==> config.mk <==
export PLATFORM = sky130hd
export DESIGN_NAME = psu_cfg
export DESIGN_NICKNAME = d
export VERILOG_FILES = /design/src/hw/rtl/psu_pkg.sv /design/src/hw/rtl/psu_cfg.sv
export SDC_FILE = /design/constraint.sdc
export NUM_CORES = 1
export LEC_CHECK = 0
export BUFFER_PORTS_ARGS = -buffer_cell sky130_fd_sc_hd__buf_2
export CAP_MARGIN = 20
export CORE_ASPECT_RATIO = 1.25
export CORE_MARGIN = 1
export CORE_UTILIZATION = 42
export CTS_CLUSTER_DIAMETER = 100
export DETAILED_ROUTE_END_ITERATION = 8
export PLACE_DENSITY_LB_ADDON = 0.05
export RECOVER_POWER = 100
export SYNTH_ARGS = -nofsm -noshare
export SYNTH_HDL_FRONTEND = slang
export SYNTH_SLANG_ARGS = --single-unit
==> constraint.sdc <==
create_clock -name clk -period 1.4 [get_ports clk]
set_input_delay 0.21 -clock clk [delete_from_list [all_inputs] [get_ports clk]]
set_output_delay 0.21 -clock clk [all_outputs]
set_load 0.005 [all_outputs]
==> src/hw/rtl/psu_pkg.sv <==
// Shared types and constants for the PNG scanline unfilter.
// Used by every module of the block; the channel interfaces do not depend on it.
package psu_pkg;

    localparam int MAX_ROW_BYTES_DEF   = 4096;
    localparam int MAX_PIXEL_BYTES_DEF = 8;

    localparam int APB_ADDR_W = 4;
    localparam int APB_DATA_W = 32;

    localparam logic [1:0] REG_BYTES_PER_PIXEL = 2'd0;
    localparam logic [1:0] REG_ROW_BYTES       = 2'd1;
    localparam logic [1:0] REG_IMAGE_ROWS      = 2'd2;

    localparam logic [3:0]  BPP_RESET        = 4'd4;
    localparam logic [12:0] ROW_BYTES_RESET  = 13'd4096;
    localparam logic [15:0] IMAGE_ROWS_RESET = 16'd1;

    localparam logic [7:0] FILT_NONE    = 8'd0;
    localparam logic [7:0] FILT_SUB     = 8'd1;
    localparam logic [7:0] FILT_UP      = 8'd2;
    localparam logic [7:0] FILT_AVERAGE = 8'd3;
    localparam logic [7:0] FILT_PAETH   = 8'd4;

    typedef struct packed {
        logic [3:0]  bytes_per_pixel;
        logic [12:0] row_bytes;
        logic [15:0] image_rows;
    } cfg_t;

    // Control from the sequencer to the reconstruction stage for one beat.
    typedef struct packed {
        logic data_load;
        logic filter_load;
        logic up_valid;
        logic row_end;
        logic image_end;
    } seq_ctl_t;

endpackage

==> src/hw/rtl/psu_cfg.sv <==
// APB-style register file: bytes_per_pixel, row_bytes, image_rows.
// Depends on psu_pkg for the register map and reset values.
module psu_cfg (
    input  logic                            clk,
    input  logic                            rst_n,
    input  logic                            psel,
    input  logic                            penable,
    input  logic                            pwrite,
    input  logic [psu_pkg::APB_ADDR_W-1:0]  paddr,
    input  logic [psu_pkg::APB_DATA_W-1:0]  pwdata,
    output logic [psu_pkg::APB_DATA_W-1:0]  prdata,
    output logic                            pready,
    output psu_pkg::cfg_t                   cfg
);

    psu_pkg::cfg_t cfg_reg;
    logic          wr_en;
    logic [1:0]    reg_idx;

    assign pready  = 1'b1;
    assign reg_idx = paddr[3:2];
    assign wr_en   = psel & penable & pwrite & pready;
    assign cfg     = cfg_reg;

    always_ff @(posedge clk or negedge rst_n)
    begin
        if (!rst_n)
        begin
            cfg_reg.bytes_per_pixel <= psu_pkg::BPP_RESET;
            cfg_reg.row_bytes       <= psu_pkg::ROW_BYTES_RESET;
            cfg_reg.image_rows      <= psu_pkg::IMAGE_ROWS_RESET;
        end
        else if (wr_en)
        begin
            case (reg_idx)
                psu_pkg::REG_BYTES_PER_PIXEL: cfg_reg.bytes_per_pixel <= pwdata[3:0];
                psu_pkg::REG_ROW_BYTES:       cfg_reg.row_bytes       <= pwdata[12:0];
                psu_pkg::REG_IMAGE_ROWS:      cfg_reg.image_rows      <= pwdata[15:0];
                default: ;
            endcase
        end
    end

    always_comb
    begin
        case (reg_idx)
            psu_pkg::REG_BYTES_PER_PIXEL: prdata = {28'd0, cfg_reg.bytes_per_pixel};
            psu_pkg::REG_ROW_BYTES:       prdata = {19'd0, cfg_reg.row_bytes};
            psu_pkg::REG_IMAGE_ROWS:      prdata = {16'd0, cfg_reg.image_rows};
            default:                      prdata = '0;
        endcase
    end

endmodule

==> impl_metrics.yaml <==
placed_design:
  gp_congestion: 0.6469
  placedCellCount: 252
  dpl_worst_slack_ns: -0.03413
  port_buffers: 71
  hpwlAfterDp_mm: 2.568
  placed_area_um2: 2067
worst_setup_path:
  slowest_stage: "dfstp_2"
  critPathMaxStageDelay_ns: 0.54
  crit_path_start_kind: "flop"
  rr_startpoint: "cfg[16]$_DFFE_PN0P_"
  reg2reg_to: "cfg[16]$_DFFE_PN0P_"
  path_max_fanout: 3
  cp.arrival_ns: 1.13
  path_cells: "mux2i_1 > o21ai_1 > buf_2"
  rrSetupSlack_ns: 0.58
  rr_worst_depth: 1
  critPathKind: "reg2out"
  cp.required_ns: 1.19
  cp-end-kind: "output pin"
clocking:
  clkTransAtPathRegs_ns: 0.06
  htree_levels: 2
  clkLatencyLatePin_ns: 0.28
  cts_tree: "yes"
  cts_root_buf: "clkbuf_8"
  clock_sinks: 33
  clock_path_buffers: 2
  cts_buffers: 5
power:
  finalPower_mw: 2.802
  irDropWorstVdd_mv: 0.6528
  powerDensity_nw_per_um2: 1347
  p_leak_nw: 1.053
sta:
  period_share: 0.9574
  relSlewSlack: 0.6503
  hold_viol: 0
  fin_crit_ns: 1.340
  hold_ws_ns: 0.1554
  grt_setup_unrepaired: "no"
  setup_slack_ns: 0.05965
  setup_viol: 0
  max_freq_mhz: 746.1
  drv_slew: 0
  worst_pin_slew_ns: 0.5246
  skew_ns: 0
  setup-tns-final_ns: 0
global_routing:
  grt_pass1_wl_mm: 5.354
  grt_start_max_net_pins: 23
  overflow: 0
  grt_pass1_vias: 1130
  grt_usage: 0.1731
  antenna_found_initial: 0
detailed_routing:
  totalWireLength_mm: 3.356
  vias_per_cell: 4.628
  ant_nets: 0
  avgRoutedWirePerCell_um: 12.86
  first_pass_iters: 4
  first_iter_violations: 35
  drc: 0
  via_count: 1208
status:
  status: "completed"
yosys:
  synth.cell_area_um2: 1657
  synthArstFlopShare: 1.000
  syn_avg_cell_area_um2: 13.58
  ys_seq_area_frac: 0.5008
  syn_inst: 122
  synth_edf_count: 0
  ys_ff_latch: 33
  yosysWarningCount: 0
  ys.flop_type: "dfrtp_1"
  synth.distinct_cells: 20
floorplan:
  dieArea_um2: 4201
  rows: 25
  fp.dieH_um: 72.22
  start_util: 0.4377
  die_w_um: 58.18
  core_um2: 3785
  io_pins: 107
min_path:
  hold_path_class: "in2reg"
  holdPathStages: 2
  min_to: "cfg[21]$_DFFE_PN0P_"
  worstHoldStart: "pwdata[5]"
cells_and_area:
  final_cell_mix: "51 x buf_2, 30 x dfrtp_1, 23 x mux2_2, 20 x clkbuf_1, 17 x conb_1"
  postLayoutCellArea_um2: 2081
  post-route-util: 0.5498
  fill_cells: 364
  drive_above_1_share: 0.4783
  largest_reg_flops: 33
  syn_to_final_growth_pct: 25.60
  nets: 247
  stdcell_count: 261
  final_common_cell: "buf_2"
  diodes: 0
run:
  maxCapViolations: 0
worst max path at each step:
stage                                    from                  end  slack [ns]
after detailed placement               pwrite  cfg[14]$_DFFE_PN0P_       -0.03
after CTS                  cfg[0]$_DFFE_PN1P_            prdata[0]        0.01
final                      cfg[0]$_DFFE_PN1P_            prdata[0]        0.06
after floorplan                        pwrite  cfg[16]$_DFFE_PN0P_      -0.003
after global placement                 pwrite  cfg[14]$_DFFE_PN0P_       -0.03
after global routing      cfg[31]$_DFFE_PN1P_            prdata[2]       0.007
logic make-up after synthesis:
logic type      synth area share
buf+inv                   0.1163
compound gates           0.05967
mux                       0.2711
other cells             0.004533
simple gates             0.04758
flops                     0.5008
critical path: cells and delay by family, from the launching register on:
| kind | cells | cell delay, ns |
|---|---|---|
| DFF | 1 | 0.54 |
| AOI/OAI and AO/OA | 1 | 0.12 |
| buffers and inverters | 1 | 0.13 |
| muxes | 1 | 0.07 |
Yosys cell counts, drive strengths merged (2+ instances only):
cell type	count	area share
mux2i	4	0.024
dfstp	3	0.048
dfrtp	30	0.45
buf	22	0.11
and2	3	0.011
a22o	9	0.048
mux2	33	0.25
conb	2	0.0045
clkbuf	2	0.0045
o21ai	4	0.012
nand2	4	0.0091
area by class of cell:
type	count	area (um2)	area share
repair buffers	86	430.4	0.2069
clock buffers	7	96.34	0.04630
well taps	54	67.56	0.03247
clock inverters	1	5.005	0.002405
flip-flops and latches	33	829.5	0.3987
multi-input cells	80	651.9	0.3133
metal layers:
layer / share of wire / global-route usage
met2: 0.52 / 0.2976
met3: 0.069 / 0.05526
met5: 0 / 0
met1: 0.39 / 0.1958
met4: 0.015 / 0.07407
power by group:
part	leakage [nW]	internal, mW	switching (mW)
Sequential	0.399	1.19	0.162
Combinational	0.599	0.402	0.280
Clock	0.0542	0.444	0.323
Total	1.05	2.04	0.765
repair_timing:
| action | 4_1_cts | 5_1_grt |
|---|---|---|
| buffers inserted | 0 | 0 |
| gates resized for setup | 0 | 2 |
| hold buffers | 1 | 0 |
| setup endpoints to repair | 0 | 2 |
| hold endpoints to repair | 18 | 0 |
(Power assumes the default switching activity.)
