--- config.mk ---
export PLATFORM = sky130hd
export DESIGN_NAME = psu_seq_flat
export DESIGN_NICKNAME = d
export VERILOG_FILES = /design/src/hw/rtl/psu_pkg.sv /design/src/hw/rtl/psu_if.sv /design/src/hw/rtl/psu_seq.sv /design/src/flat_wrapper.sv
export SDC_FILE = /design/constraint.sdc
export NUM_CORES = 1
export LEC_CHECK = 0
export ABC_AREA = 0
export BUFFER_PORTS_ARGS = -buffer_cell sky130_fd_sc_hd__buf_2
export CAP_MARGIN = 40
export CORE_ASPECT_RATIO = 1.2
export CORE_UTILIZATION = 50
export DETAILED_ROUTE_END_ITERATION = 8
export GPL_ROUTABILITY_DRIVEN = 0
export HOLD_SLACK_MARGIN = 0.02
export PLACE_DENSITY = 0.76
export SLEW_MARGIN = 20
export SYNTH_ARGS = -nofsm -noshare
export SYNTH_HDL_FRONTEND = slang
export SYNTH_SLANG_ARGS = --single-unit
--- constraint.sdc ---
create_clock -name clk -period 7.1 [get_ports clk]
set_clock_uncertainty 0.1 [all_clocks]
set_input_delay 1.065 -clock clk [delete_from_list [all_inputs] [get_ports clk]]
set_output_delay 1.065 -clock clk [all_outputs]
set_load 0.05 [all_outputs]
--- src/hw/rtl/psu_pkg.sv ---
// Shared types and constants for the PNG scanline unfilter.
// Used by every module of the block; the channel interfaces do not depend on it.
package psu_pkg;

    localparam int MAX_ROW_BYTES_DEF   = 4096;
    localparam int MAX_PIXEL_BYTES_DEF = 8;

    localparam int APB_ADDR_W = 4;
    localparam int APB_DATA_W = 32;

    localparam logic [1:0] REG_BYTES_PER_PIXEL = 2'd0;
    localparam logic [1:0] REG_ROW_BYTES       = 2'd1;
    localparam logic [1:0] REG_IMAGE_ROWS      = 2'd2;

    localparam logic [3:0]  BPP_RESET        = 4'd4;
    localparam logic [12:0] ROW_BYTES_RESET  = 13'd4096;
    localparam logic [15:0] IMAGE_ROWS_RESET = 16'd1;

    localparam logic [7:0] FILT_NONE    = 8'd0;
    localparam logic [7:0] FILT_SUB     = 8'd1;
    localparam logic [7:0] FILT_UP      = 8'd2;
    localparam logic [7:0] FILT_AVERAGE = 8'd3;
    localparam logic [7:0] FILT_PAETH   = 8'd4;

    typedef struct packed {
        logic [3:0]  bytes_per_pixel;
        logic [12:0] row_bytes;
        logic [15:0] image_rows;
    } cfg_t;

    // Control from the sequencer to the reconstruction stage for one beat.
    typedef struct packed {
        logic data_load;
        logic filter_load;
        logic up_valid;
        logic row_end;
        logic image_end;
    } seq_ctl_t;

endpackage

--- src/hw/rtl/psu_if.sv ---
// Valid/ready channels of the PNG scanline unfilter.
// Payload widths are fixed by the stream format; no package dependency.
interface psu_in_if;
    logic       valid;
    logic       ready;
    logic [7:0] data_byte;
    logic       frame_start;

    modport source (output valid, output data_byte, output frame_start, input ready);
    modport sink (input valid, input data_byte, input frame_start, output ready);
endinterface


--- src/hw/rtl/psu_seq.sv ---
// Stream sequencer: splits filter bytes from data bytes and tracks column and row.
// Depends on psu_pkg and the psu_in_if channel.
module psu_seq #(
    parameter int MAX_ROW_BYTES = psu_pkg::MAX_ROW_BYTES_DEF,
    localparam int COL_W = $clog2(MAX_ROW_BYTES)
) (
    input  logic              clk,
    input  logic              rst_n,
    psu_in_if.sink            pix_in,
    input  psu_pkg::cfg_t     cfg,
    input  logic              take_ok,
    output psu_pkg::seq_ctl_t ctl,
    output logic [COL_W-1:0]  col,
    output logic [7:0]        data_byte
);

    localparam int LEN_W = ($clog2(MAX_ROW_BYTES + 1) > 13) ? $clog2(MAX_ROW_BYTES + 1) : 13;

    logic             awaiting_reg, awaiting_next;
    logic [COL_W-1:0] col_reg, col_next;
    logic [15:0]      row_reg, row_next;

    logic             accept;
    logic             is_filter;
    logic [LEN_W-1:0] row_len_raw;
    logic [LEN_W-1:0] row_len;
    logic [LEN_W-1:0] col_inc;
    logic [15:0]      rows_eff;
    logic [15:0]      row_inc;
    logic             row_end;
    logic             image_end;

    assign pix_in.ready = take_ok;
    assign accept       = pix_in.valid & take_ok;
    assign is_filter    = awaiting_reg | pix_in.frame_start;

    assign row_len_raw = LEN_W'(cfg.row_bytes);
    always_comb
    begin
        if (row_len_raw == '0)
            row_len = LEN_W'(1);
        else if (row_len_raw > LEN_W'(MAX_ROW_BYTES))
            row_len = LEN_W'(MAX_ROW_BYTES);
        else
            row_len = row_len_raw;
    end

    assign rows_eff  = (cfg.image_rows == 16'd0) ? 16'd1 : cfg.image_rows;
    assign col_inc   = LEN_W'(col_reg) + LEN_W'(1);
    assign row_inc   = row_reg + 16'd1;
    assign row_end   = (col_inc >= row_len);
    // The row counter wraps after the last row so the next byte opens a new image.
    assign image_end = row_end & ((row_inc >= rows_eff) | (row_inc == 16'd0));

    always_comb
    begin
        awaiting_next = awaiting_reg;
        col_next      = col_reg;
        row_next      = row_reg;
        if (accept)
        begin
            if (is_filter)
            begin
                awaiting_next = 1'b0;
                col_next      = '0;
                if (pix_in.frame_start)
                    row_next = 16'd0;
            end
            else if (row_end)
            begin
                awaiting_next = 1'b1;
                col_next      = '0;
                row_next      = image_end ? 16'd0 : row_inc;
            end
            else
            begin
                col_next = col_inc[COL_W-1:0];
            end
        end
    end

    always_ff @(posedge clk or negedge rst_n)
    begin
        if (!rst_n)
        begin
            awaiting_reg <= 1'b1;
            col_reg      <= '0;
            row_reg      <= 16'd0;
        end
        else
        begin
            awaiting_reg <= awaiting_next;
            col_reg      <= col_next;
            row_reg      <= row_next;
        end
    end

    assign ctl.data_load   = accept & ~is_filter;
    assign ctl.filter_load = accept & is_filter;
    assign ctl.up_valid    = (row_reg != 16'd0);
    assign ctl.row_end     = row_end;
    assign ctl.image_end   = image_end;
    assign col             = col_reg;
    assign data_byte       = pix_in.data_byte;

endmodule

--- src/flat_wrapper.sv ---
// flat-port wrapper written by rule: the top's interface ports become plain ports
module psu_seq_flat 
#(
    parameter int MAX_ROW_BYTES = psu_pkg::MAX_ROW_BYTES_DEF,
    localparam int COL_W = $clog2(MAX_ROW_BYTES)
)
  (clk, rst_n, cfg, take_ok, ctl, col, data_byte, pix_in_valid, pix_in_data_byte, pix_in_frame_start, pix_in_ready);
  psu_in_if pix_in_i ();
  input  logic clk;
  input  logic rst_n;
  input  psu_pkg::cfg_t cfg;
  input  logic take_ok;
  output psu_pkg::seq_ctl_t ctl;
  output logic [COL_W-1:0] col;
  output logic [7:0] data_byte;
  input wire logic [$bits(pix_in_i.valid)-1:0] pix_in_valid;
  input wire logic [$bits(pix_in_i.data_byte)-1:0] pix_in_data_byte;
  input wire logic [$bits(pix_in_i.frame_start)-1:0] pix_in_frame_start;
  output wire logic [$bits(pix_in_i.ready)-1:0] pix_in_ready;
  assign pix_in_i.valid = pix_in_valid;
  assign pix_in_i.data_byte = pix_in_data_byte;
  assign pix_in_i.frame_start = pix_in_frame_start;
  assign pix_in_ready = pix_in_i.ready;
  psu_seq #(.MAX_ROW_BYTES(MAX_ROW_BYTES)) u_core (.clk(clk), .rst_n(rst_n), .pix_in(pix_in_i), .cfg(cfg), .take_ok(take_ok), .ctl(ctl), .col(col), .data_byte(data_byte));
endmodule
==> flow_summary.yaml <==
status:
  outcome: "complete, no violations"
layout:
  finalNonFillerCells: 423
  fin_nets: 438
  largest_reg_flops: 16
  layout_commonest_cell: "buf_2"
  drive_above_1_share_pct: 19.4
  fill_cells: 498
  layout_common_cells: "52 x buf_2, 35 x nand2_1, 32 x ha_1"
  diodes: 0
  synthToLayoutAreaGrowth_pct: 10.3
detailed_routing:
  first_pass_iters: 4
  wire_per_inst_um: 14.3
  antenna_left: 0
  routed_wl_um: 6060
  via_per_inst: 5.96
  vias: 2520
  drtIter0Drc: 111
  drc: 0
critical_path:
  reg2reg_to: "u_core.row_reg[12]"
  rrSetupSlack_ns: 2.48
  path_class: "flop to output port"
  cp-start-kind: "flop"
  r2r_start: "u_core.row_reg[0]"
  cp-end-kind: "output port"
  arrival_ns: 3.74
  path_max_fanout: 9
  rr_worst_depth: 14
  required_ns: 5.93
synth:
  yosys_warnings: 0
  synth_adder_area_share_pct: 14.7
  avgSynthCellArea_um2: 8.43
  synth_cell_types: 51
  synth.top_cell.area_share_pct: 25.7
  synthSimpleGateAreaFrac_pct: 24.3
  synth.area.top_cells: "dfrtp_1 26%, ha_1 15%, nand2_1 4.8%, a32o_1 4.0%, buf_4 3.9%"
  synthArstFlopShare_pct: 100
  syn_nets: 401
  yosysSeqAreaShare_pct: 26.7
  synth_top_family_by_area: "simple AND/OR/NAND/NOR gates"
  synth_area_leader_cell: "dfrtp_1"
  synth_edf_count: 0
  ys_ff_latch: 29
  synth_mux_area_share_pct: 0
  syn_inst: 323
  syn-cell-area_um2: 2720
  synth-xor-area-share_pct: 6.76
  synth_compound_area_share_pct: 19.3
  synth_flop_cell: "dfrtp_1"
power:
  power.internal_uw: 261
  p_sw_uw: 116
  combPwrFrac_pct: 18.6
  ir_drop_mv: 0.0752
  p_leak_nw: 1.67
  p_seq_share_pct: 45.9
  p_sw_share_pct: 30.7
  p_per_area_nw_per_um2: 125
  clockPowerShare_pct: 35.5
timing:
  setup_tns_ns: 0
  fin_crit_sh_pct: 69.1
  fmax_ghz: 0.204
  setup_viol: 0
  maxSlewViolCount: 0
  slew-limit-headroom_pct: 50.2
  rsz0062_at_grt: "no"
  finalCriticalPeriod_ns: 4.91
  whs_ns: 0.412
  worst_slack_ns: 2.19
  worstMarginPinSlew_ns: 0.743
  final-hold-violation-count: 0
clocking:
  cts_resized: 0
  path_clk_slew_ns: 0.07
  cts_inserted_buffers: 5
  cts_root_buf: "clkbuf_8"
  ctsHoldBuffers: 0
  cts_tree: "yes"
  clock_latency_ns: 0.28
  cts_setup_buffers: 0
  h-tree-depth: 2
  clk_path_buf_depth: 2
  cts.sinks: 29
global_route:
  grt.overflow.total: 0
  grt_pass1_wl_um: 10500
  gr-usage-all-layers_pct: 22.4
  grt_pass1_vias: 2437
  grt_max_degree: 30
  antenna_found_initial: 0
floorplanning:
  die_h_um: 82.8
  initial_utilization_pct: 51.7
  die_x_um: 69.4
  core_area_um2: 5260
  dieArea_um2: 5750
  io-pin-count: 72
  placementRows: 29
placement:
  dp_cells: 415
  hpwl_um: 4840
  place_ws_ns: 2.43
  port_buffers: 51
min_path:
  hold_depth: 2
  min_to: "u_core.awaiting_reg"
  min_from: "u_core.awaiting_reg"
  hold_class: "flop to flop"
run:
  max-cap-violations: 0
[cell usage after synthesis (all sizes together), types with 2 or more instances]
cell	instances
xor2	9
nand4	8
o21ai	18
nor3	9
or2	4
nand2	36
nor3b	3
o211ai	2
a21oi	13
nand2b	2
a32o	11
dfrtp	28
nand3	20
xnor2	12
and3	10
clkbuf	7
a21o	9
inv	23
a31oi	7
a211oi	2
and4	2
nor4b	2
nor4	6
o41ai	2
or4	2
a2111o	2
buf	15
nor2	13
or3	2
ha	32
[worst max-delay path, stage by stage, from the launching register on]
cell and delay [ns]:
dfrtp_1 0.50, ha_1 0.32, nand3_2 0.18, or4_1 0.56
or2_2 0.31, nand2_1 0.09, ha_1 0.24, nand2_1 0.07
o21ai_0 0.07, a221o_1 0.35, a211o_1 0.34, nor2b_4 0.14
nor2_1 0.06, buf_2 0.24
[power by group through the flow]
| stage | combinational, mW | clock [mW] | sequential [mW] |
|---|---|---|---|
| floorplan | 0.0477 | 0 | 0.183 |
| global placement | 0.0683 | 0 | 0.176 |
| detailed placement | 0.0714 | 0 | 0.176 |
| CTS | 0.0715 | 0.138 | 0.173 |
| global route | 0.0794 | 0.144 | 0.173 |
| finish | 0.0699 | 0.134 | 0.173 |
[layout make-up]
| type | count | area (um^2) | share of cell area, % |
|---|---|---|---|
| Tap cell | 62 | 77.6 | 2.58 |
| Clock buffer | 6 | 72.6 | 2.42 |
| Inverter | 23 | 86.3 | 2.87 |
| Timing Repair Buffer | 52 | 260 | 8.66 |
| Clock inverter | 2 | 10.0 | 0.333 |
| Sequential cell | 29 | 727 | 24.2 |
| Multi-Input combinational cell | 249 | 1770 | 58.9 |
[stage by stage]
step                power [mW]  utilization (%)  instance area, um^2
floorplan                0.231                -                 2720
global placement         0.244             55.4                 2920
detailed placement       0.247             55.5                 2920
CTS                      0.382             57.1                 3000
global route             0.397             57.1                 3000
finish                   0.376             57.1                 3000
[cells by family after synthesis]
kind of cell / after synthesis
buffers and inverters: 45
XOR/XNOR: 21
flip-flops: 29
AO/OA/AOI/OAI: 75
adder cells (fa/ha/maj): 32
AND/OR/NAND/NOR: 121
[per-layer routing]
layer / GRT usage [%] / part of all wire (%) / wire (um) / vias up
met2: 40.8 / 51 / 3090 / 71
met4: 9.83 / 2.4 / 147 / 0
met1: 25.7 / 43 / 2620 / 1178
met3: 2.91 / 3.4 / 207 / 12
li1: - / - / - / 1259
met5: 0 / 0 / 0 / -
[worst max path at each step]
stage	from	endpoint	slack [ns]	cells after the start
after floorplan	u_core.col[0]	ctl[0]	2.63	13
after global placement	cfg[22]	ctl[0]	2.44	11
after detailed placement	cfg[22]	ctl[0]	2.43	11
after CTS	u_core.row_reg[0]	ctl[0]	2.17	13
after global routing	u_core.row_reg[0]	ctl[0]	1.95	13
final	u_core.row_reg[0]	ctl[0]	2.19	13
No activity file was read; power rests on OpenSTA's default activity.
